===== config.mk =====
export PLATFORM = sky130hd
export DESIGN_NAME = swdrm_front
export DESIGN_NICKNAME = d
export VERILOG_FILES = /design/src/hw/rtl/swdrm_pkg.sv /design/src/hw/rtl/swdrm_front.sv
export SDC_FILE = /design/constraint.sdc
export NUM_CORES = 1
export LEC_CHECK = 0
export BUFFER_PORTS_ARGS = -buffer_cell sky130_fd_sc_hd__buf_2
export CAP_MARGIN = 20
export CORE_MARGIN = 2
export CORE_UTILIZATION = 39
export DETAILED_ROUTE_END_ITERATION = 10
export GPL_TIMING_DRIVEN = 1
export SYNTH_ARGS = -nofsm -noshare
export SYNTH_HDL_FRONTEND = slang
export SYNTH_SLANG_ARGS = --single-unit

===== constraint.sdc =====
create_clock -name clk -period 2.8 [get_ports clk]
set_input_delay 0 -clock clk [delete_from_list [all_inputs] [get_ports clk]]
set_output_delay 0 -clock clk [all_outputs]
set_load 0.1 [all_outputs]

===== src/hw/rtl/swdrm_pkg.sv =====
// ----------------------------------------------------------------------------
// swdrm_pkg
// shared types and constants of the sliding window drop rate monitor
// ----------------------------------------------------------------------------
package swdrm_pkg;

  localparam int unsigned RING_DEPTH_DEF = 1024;
  localparam int unsigned TS_W           = 64;
  localparam int unsigned THR_W          = 7;
  localparam int unsigned CFG_IDX_W      = 2;

  localparam logic [CFG_IDX_W-1:0] CFG_THRESHOLD = 2'd0;
  localparam logic [CFG_IDX_W-1:0] CFG_WINDOW    = 2'd1;
  localparam logic [CFG_IDX_W-1:0] CFG_INTERVAL  = 2'd2;

  localparam logic [THR_W-1:0] THRESHOLD_RST = 7'd25;
  localparam logic [TS_W-1:0]  WINDOW_RST    = 64'd10000000000;
  localparam logic [TS_W-1:0]  INTERVAL_RST  = 64'd1000000000;

  localparam logic KIND_FRAME     = 1'b0;
  localparam logic KIND_SET_CHECK = 1'b1;

  // multiplier applied to the dropped count in the rate compare
  localparam logic [THR_W-1:0] PERCENT_SCALE = 7'd100;

  typedef struct packed {
    logic            kind;
    logic            sent;
    logic [TS_W-1:0] value;
  } cmd_t;

  typedef struct packed {
    logic [THR_W-1:0] threshold;
    logic [TS_W-1:0]  window;
    logic [TS_W-1:0]  interval;
  } cfg_t;

  typedef enum logic [2:0] {
    S_IDLE,
    S_OVF,
    S_WRITE,
    S_EV_WAIT,
    S_EV_CHK,
    S_OUT
  } back_state_t;

endpackage


===== src/hw/rtl/swdrm_front.sv =====
// ----------------------------------------------------------------------------
// swdrm_front
// input handshake, item classification and a two entry command queue
// ----------------------------------------------------------------------------
module swdrm_front (
  input  logic                         clk,
  input  logic                         rst,
  input  logic                         in_valid,
  output logic                         in_stall,
  input  logic                         kind,
  input  logic [swdrm_pkg::TS_W-1:0]   timestamp,
  input  logic                         sent,
  input  logic [swdrm_pkg::TS_W-1:0]   check_time,
  output logic                         q_valid,
  output swdrm_pkg::cmd_t              q_cmd,
  input  logic                         q_pop
);
  import swdrm_pkg::*;

  cmd_t       q_mem [2];
  logic       wr_ptr;
  logic       rd_ptr;
  logic [1:0] q_cnt;
  logic       push;
  cmd_t       cmd_in;

  assign in_stall = (q_cnt == 2'd2);
  assign push     = in_valid && !in_stall;
  assign q_valid  = (q_cnt != 2'd0);
  assign q_cmd    = q_mem[rd_ptr];

  // one value field carries either the frame time or the new check time
  always_comb begin
    cmd_in.kind  = kind;
    cmd_in.sent  = (kind == KIND_FRAME) ? sent : 1'b0;
    cmd_in.value = (kind == KIND_SET_CHECK) ? check_time : timestamp;
  end

  always_ff @(posedge clk) begin
    if (push) begin
      q_mem[wr_ptr] <= cmd_in;
    end
  end

  always_ff @(posedge clk) begin
    if (rst) begin
      wr_ptr <= 1'b0;
      rd_ptr <= 1'b0;
      q_cnt  <= 2'd0;
    end else begin
      if (push) begin
        wr_ptr <= ~wr_ptr;
      end
      if (q_pop) begin
        rd_ptr <= ~rd_ptr;
      end
      case ({push, q_pop})
        2'b10:   q_cnt <= q_cnt + 2'd1;
        2'b01:   q_cnt <= q_cnt - 2'd1;
        default: q_cnt <= q_cnt;
      endcase
    end
  end

endmodule


Yosys cells after proc, flatten, opt, wreduce, memory -nomap -nowiden
Memories as Yosys holds them, arrays and structs flattened. A register that Yosys moved wholly into a read port is not among the register bits.
Cells that the tools add are included.
{"block": "word_totals", "n_memories": 1, "mem_bits_rw": 132, "reg_bits": 4}
{"block": "classes", "n_reduce_logical": 4, "mux": 7, "bitwise": 2, "eq_ne": 3, "n_addsub": 2}
{"memory": "q_mem", "words": 2, "word_bits": 66, "read_ports": 1, "rd_clocked_by_memory_dff": 1, "wr": 1, "line_no": "swdrm_front.sv:20", "rtl": "cmd_t q_mem [2];"}
{"operator": "64-bit two-way mux", "count": 1}
{"operator": "1-bit two-way mux", "count": 5}
{"operator": "2-bit equality test (second input constant)", "count": 2}
{"operator": "2-bit case mux with 2 select lines", "count": 1}
{"operator": "2-bit nonzero test", "count": 2}
{"operator": "2-bit by 1-bit adder with 2-bit output (second input constant)", "count": 1}
{"operator": "2-bit by 1-bit equality test with 1-bit output (second input constant)", "count": 1}
{"operator": "1-bit NOT", "count": 2}
{"operator": "2-bit by 1-bit subtractor with 2-bit output (second input constant)", "count": 1}
{"operator": "1-bit logical AND", "count": 1}
{"operator": "1-bit zero test", "count": 1}

Depth between registers and ports, before layout
Gate-level depths: netlist of run 1.
{"block": "logic_depth", "depth_word": 5, "mapped_depth": 6, "mapped_depth_nobuf": 6}

Worst setup path after synthesis of run 1
No wires, ideal clock.
{"block": "synth_path", "path_kind": "flip-flop to flip-flop", "startpoint": "reg q_cnt[0]", "endpoint": "mem q_mem[0][0] (netlist bit), enable pin", "path_slack_ns": -0.012, "t_required_ns": 2.380, "arrival_time_ns": 2.392, "setup_time_ns": 0.420, "path_stages_with_launch": 5, "path_buffers": 0, "cell_sequence": "dfxtp_1 nand2b_2 inv_2 or3_1 inv_1"}
{"block": "synth_between", "elab_chain_cells": 5}
{"element": "start, declared", "line_no": "swdrm_front.sv:23", "rtl": "logic [1:0] q_cnt;"}
{"element": "start signal, assigned", "line_no": "swdrm_front.sv:58", "rtl": "2'b10: q_cnt <= q_cnt + 2'd1;"}
{"element": "start signal, assigned", "line_no": "swdrm_front.sv:59", "rtl": "2'b01: q_cnt <= q_cnt - 2'd1;"}
{"element": "start signal, assigned", "line_no": "swdrm_front.sv:60", "rtl": "default: q_cnt <= q_cnt;"}
{"element": "2-bit equality test", "line_no": "swdrm_front.sv:27", "rtl": "assign in_stall = (q_cnt == 2'd2);"}
{"element": "net in_stall", "line_no": "swdrm_front.sv:9", "rtl": "output logic in_stall,"}
{"element": "1-bit zero test", "line_no": "swdrm_front.sv:28", "rtl": "assign push = in_valid && !in_stall;"}
{"element": "1-bit logical AND", "line_no": "swdrm_front.sv:28"}
{"element": "1-bit two-way mux", "line_no": "swdrm_front.sv:40", "rtl": "if (push) begin"}
{"element": "1-bit two-way mux (not written as such)", "line_no": "swdrm_front.sv:41", "rtl": "q_mem[wr_ptr] <= cmd_in;"}
{"element": "end, declared", "line_no": "swdrm_front.sv:20"}
The timed path passes the listed nets, and every way through them passes these cells.

==> results.cfg, run 1 <==
[logic_synthesis]
synth_area_um2 = 5750
synth-seq-cells = 137
ys_types = 19
syn_area_per_cell_um2 = 19.0
synth_top_area_frac = 0.690
yosysSeqAreaShare = 0.707
synth_top_area_cell = edfxtp_1
synth_area_leaders = edfxtp_1 69%, mux2_2 25%, dfxtp_1 1.7%, buf_4 1.2%, buf_2 0.44%
yosys_warnings = 0
synth_nets = 437
postSynthCellCount = 302

[hold_path]
min_path_type = in -> reg
min_path_cells = 2
hold_start = kind

[routing]
routed_wl_um = 12500
vias = 3887
drtIter0Drc = 161
ant_nets = 0
viasPerCell = 4.61
post_drt_wl_per_cell_um = 14.8
dr.pass1.iters = 6
drc = 0

[cts]
cts_tree = built
numClockSinks = 137
cts_htree_levels = 4
numCtsBuffers = 17
root_buffer = clkbuf_16
post_cts_resized = 0
clk_pin_slew_ps = 50
holdBufCountCts = 133
clk_path_buf_depth = 2
cts_setup_buffers = 0
clock_latency_ps = 410

[worst_setup_path]
slowest_delay_ps = 620
crit_required_ps = 2800
cpMaxStageDelayCell = dfxtp_4
cp.depth = 3
r2r-start = q_cnt[0]
reg2regPathDepth = 5
crit_chain = buf_12 -> mux2_2 -> buf_2
cp.arrival_ps = 2010
critPathKind = reg -> out
start_kind = register
crit_buf_inv = 2
crit_fanout = 37
critPathTopFamily = flip-flops
endpoint_kind = output port

[layout]
diodes = 0
seqCellArea_um2 = 4070
layout_common_cells = 201 x buf_2, 133 x dlygate4sd3_1, 132 x edfxtp_1
finalNonFillerCells = 844
area_growth_pct = 54.9
multi_input_area_um2 = 1580
fillerInstances = 1087
fin_nets = 783
layout-drive-gt1-share = 0.559
final_cell_area_um2 = 8900
layout_commonest_cell = buf_2

[timing]
worst_pin_slew_ps = 598
finalCritPeriodShare = 0.717
fin_setup_tns_ps = 0
hold_violations = 0
period_minus_slack_ps = 2010
maxSlewHeadroom = 0.601
finalClockSkew_ps = 6.26
setup_viol = 0
drv_slew = 0
fmax_mhz = 498
rsz0062_at_grt = false

[global_route]
grt_use_total = 0.161
antenna_found_initial = 1
grt_pass1_vias = 4159
grt_pass1_wl_um = 19700
grt_max_degree = 45
grt.overflow.total = 0

[status]
status = complete, no violations

[placement]
port_buffers = 201
gp_congestion = 0.729
dpl.hpwl_um = 7490
placed_cells = 680
post_dp_cell_area_um2 = 6980

[job]
cap_violations = 0

[die]
die_w_um = 125
core.rowCount = 44
die_height_um = 125
core_um2 = 14500
dieArea_um2 = 15700
io_pins = 202
start_util = 0.397

[pwr]
cellLeakagePower_nw = 3.52
power.density_cell_area_nw_per_um2 = 761
total_power_w = 0.00677
vdd_drop_max_mv = 0.424
-- Yosys cell counts --
cell,n
xnor2_1,2
xor2_1,1
or3_1,2
a21oi_1,2
nor2b_1,1
and3_1,1
nand2b_2,1
nor2_1,3
inv_1,2
nand2_1,1
o21ai_0,2
buf_4,9
ha_1,1
dfxtp_1,5
edfxtp_1,132
mux2_2,130
inv_2,1
or2_2,1
buf_2,5
-- report_power, final --
group / internal (W) / total (W) / switching, W
logic: 0.000546 / 0.00199 / 0.00145
clock network: 0.00147 / 0.00222 / 0.000751
registers: 0.00249 / 0.00255 / 0.0000619
total: 0.00451 / 0.00677 / 0.00226
-- routing by layer --
metal / vias up / routed length [µm] / global-route usage
li1: 1874 / - / -
met1: 1839 / 5280 / 0.194
met2: 149 / 6140 / 0.276
met3: 23 / 772 / 0.0471
met4: 2 / 253 / 0.0614
met5: - / 13 / 0
-- kinds of logic (layout without fill, tap and decap cells) --
family	count (synthesis)	in the layout	synth area share
flip-flops	137	137	0.707
multiplexers	130	130	0.255
buffers and inverters	17	375	0.0181
AND/OR/NAND/NOR	10	10	0.00958
AO/OA/AOI/OAI	4	4	0.00348
XOR/XNOR	3	3	0.00457
adder cells (fa/ha/maj)	1	1	0.00218
-- layout make-up --
class,instances,share of cell area
clock buffer,21,0.0495
clock inverter,10,0.0170
inverter,3,0.00169
multi-input combinational,148,0.177
sequential,137,0.457
tap,184,0.0259
timing repair buffer,341,0.271
-- stage by stage --
stage           util  hold WS [ps]  worst slack (ps)
3_3_place_gp   0.482           226               906
5_1_grt        0.615           176               674
6_report       0.615           162               792
4_1_cts        0.615           144               732
2_1_floorplan      -          69.1               250
3_5_place_dp   0.482           242               837
-- flip-flops by register name, summed over array words and instances (netlist names), named ones only --
signal	count
q_cnt	2
q_mem	132
wr_ptr	1
rd_ptr	1
-- worst paths after layout --
path                                      to  slack (ps)
worst max-delay path               q_cmd[41]         790
worst max register to register  q_mem[0][27]         850
worst min-delay path            q_mem[0][65]         160
worst min register to register        wr_ptr         500
(Power assumes the default switching activity.)
==> run 2, diff against run 1 <==
ABC_AREA = 1   (was default)
PLACE_DENSITY = 0.67   (was default)
clock period = 1.8 ns   (was 2.8 ns; I/O delays follow)
==> results.cfg, run 2 <==
[global_route]
grt_use_total = 0.148
grt_max_degree = 68
grt.overflow.total = 0
antenna_found_initial = 0
grt_pass1_wl_um = 18600
grt_pass1_vias = 4128

[timing]
setup_viol = 0
finalCritPeriodShare = 0.979
hold_ws_ps = 194
finalClockSkew_ps = 3.72
drv_slew = 0
maxSlewHeadroom = 0.668
worst_pin_slew_ps = 501
period_minus_slack_ps = 1760
fmax_mhz = 567
hold_violations = 0
rsz0062_at_grt = true

[die]
io_pins = 202
core_um2 = 15300
start_util = 0.401
die_height_um = 130
die_w_um = 130
core.rowCount = 45
dieArea_um2 = 16800

[placement]
port_buffers = 201
gp_congestion = 0.698
placed_cells = 717
dpl.hpwl_um = 7150

[routing]
drc = 0
vias = 3911
post_drt_wl_per_cell_um = 14.2
drtIter0Drc = 109
routed_wl_um = 12500
ant_nets = 0
dr.pass1.iters = 4
viasPerCell = 4.43

[logic_synthesis]
synth_area_leaders = edfxtp_1 65%, mux2_4 22%, mux2_2 7.5%, buf_6 2.0%, dfxtp_1 1.6%
synth_top_area_cell = edfxtp_1
synth_nets = 449
ys.flop_type = edfxtp_1
synth_most_common_cell = edfxtp_1
postSynthCellCount = 314
synth-edff-count = 132
synth-seq-cells = 137
yosys_warnings = 0
ys_types = 14
synth_area_um2 = 6140
yosysSeqAreaShare = 0.662
synth_top_area_frac = 0.645
syn_area_per_cell_um2 = 19.6
synth_common_cells = 132 x edfxtp_1, 89 x mux2_4, 41 x mux2_2
async_flop_share = 0

[worst_setup_path]
start_kind = register
critPathKind = reg -> out
worst-r2r-setup-slack_ps = 330
reg2reg_to = q_mem[0][38]
reg2regPathDepth = 6
cp.arrival_ps = 1760
endpoint_kind = output port
crit_fanout = 32
r2r-start = q_cnt[1]
crit_required_ps = 1800

[cts]
clk_path_buf_depth = 2
clock_latency_ps = 400
cts_tree = built
numClockSinks = 137
root_buffer = clkbuf_16
cts_setup_buffers = 0
clk_pin_slew_ps = 60
numCtsBuffers = 17
cts_htree_levels = 4

[hold_path]
hold_start = kind
hold_end = q_mem[1][65]
min_path_type = in -> reg
min_path_cells = 2

[pwr]
p_sw_w = 0.00337
pwr-share-clk = 0.346
p_sw_frac = 0.317
p_comb_frac = 0.287
power.internal_w = 0.00725
vdd_drop_max_mv = 0.509
p_seq_frac = 0.367
power.density_cell_area_nw_per_um2 = 1120
cellLeakagePower_nw = 3.95

[layout]
regMostFlops = q_mem
largest_register_ffs = 132
multi_input_area_um2 = 1930
area_growth_pct = 54.0
fin_nets = 793
fillerInstances = 1168
finalNonFillerCells = 882
layout_commonest_cell = buf_2
layout_common_cells = 182 x buf_2, 133 x dlygate4sd3_1, 132 x edfxtp_1
reg_top3 = q_mem x132, q_cnt x2
diodes = 0
seqCellArea_um2 = 4070
layout-drive-gt1-share = 0.556

[status]
status = complete, no violations

[job]
cap_violations = 0
run 2: repair_timing:
item,4_1_cts,5_1_grt
endpoints found under the setup margin,5,19
gates resized for setup,5,10
hold buffers,133,0
endpoints found under the hold margin,135,0
run 2: worst max-delay path, cell delays in order (launching register included):
cell and delay [ps]:
dfxtp_4 430, buf_12 260, mux2_2 360, buf_2 290
run 2: worst max-delay path by stage:
stage,start,end,cells past startpoint
after global routing,register,q_cmd[57],3
after CTS,register,q_cmd[59],3
after global placement,q_cnt[1],q_mem[0][41],6
final,register,q_cmd[59],3
after floorplan,q_cnt[1],q_mem[1][0],5
after detailed placement,q_cnt[1],q_mem[0][41],6
run 2: layout make-up:
class / count / share of cell area
tap: 211 / 0.0279
clock buffer: 18 / 0.0454
timing repair buffer: 339 / 0.267
clock inverter: 14 / 0.0214
sequential: 137 / 0.430
inverter: 9 / 0.00397
multi-input combinational: 154 / 0.204
run 2: routing by layer:
metal	track usage	share of wire	vias up
li1	-	-	1896
met1	0.155	0.40	1860
met2	0.274	0.52	135
met3	0.0487	0.058	20
met4	0.0569	0.019	0
met5	0	0	-
run 2: through the flow:
step / TNS, ps / utilization / cell area (µm²) / power [W] / setup slack [ps]
floorplan: -61430 / - / 6170 / 0.00623 / -600
global placement: 0 / 0.487 / 7460 / 0.00668 / 361
detailed placement: 0 / 0.487 / 7460 / 0.00672 / 329
CTS: 0 / 0.616 / 9430 / 0.0107 / 1.24
global route: -309 / 0.618 / 9460 / 0.0110 / -28.5
finish: 0 / 0.618 / 9460 / 0.0106 / 37.1
run 2: power groups by stage:
stage / logic, W / clock network, W / registers (W)
6_report: 0.00305 / 0.00367 / 0.00389
5_1_grt: 0.00317 / 0.00391 / 0.00391
4_1_cts: 0.00305 / 0.00376 / 0.00390
3_5_place_dp: 0.00276 / 0 / 0.00396
3_3_place_gp: 0.00273 / 0 / 0.00395
2_1_floorplan: 0.00229 / 0 / 0.00394
run 2: logic make-up (layout without fill, tap and decap cells):
family | count (synthesis) | in the layout | synth area share
buffers and inverters | 23 | 380 | 0.0281
AO/OA/AOI/OAI | 2 | 2 | 0.00163
XOR/XNOR | 1 | 1 | 0.00143
AND/OR/NAND/NOR | 20 | 20 | 0.0126
adder cells (fa/ha/maj) | 1 | 1 | 0.00204
flip-flops | 137 | 137 | 0.662
multiplexers | 130 | 130 | 0.293
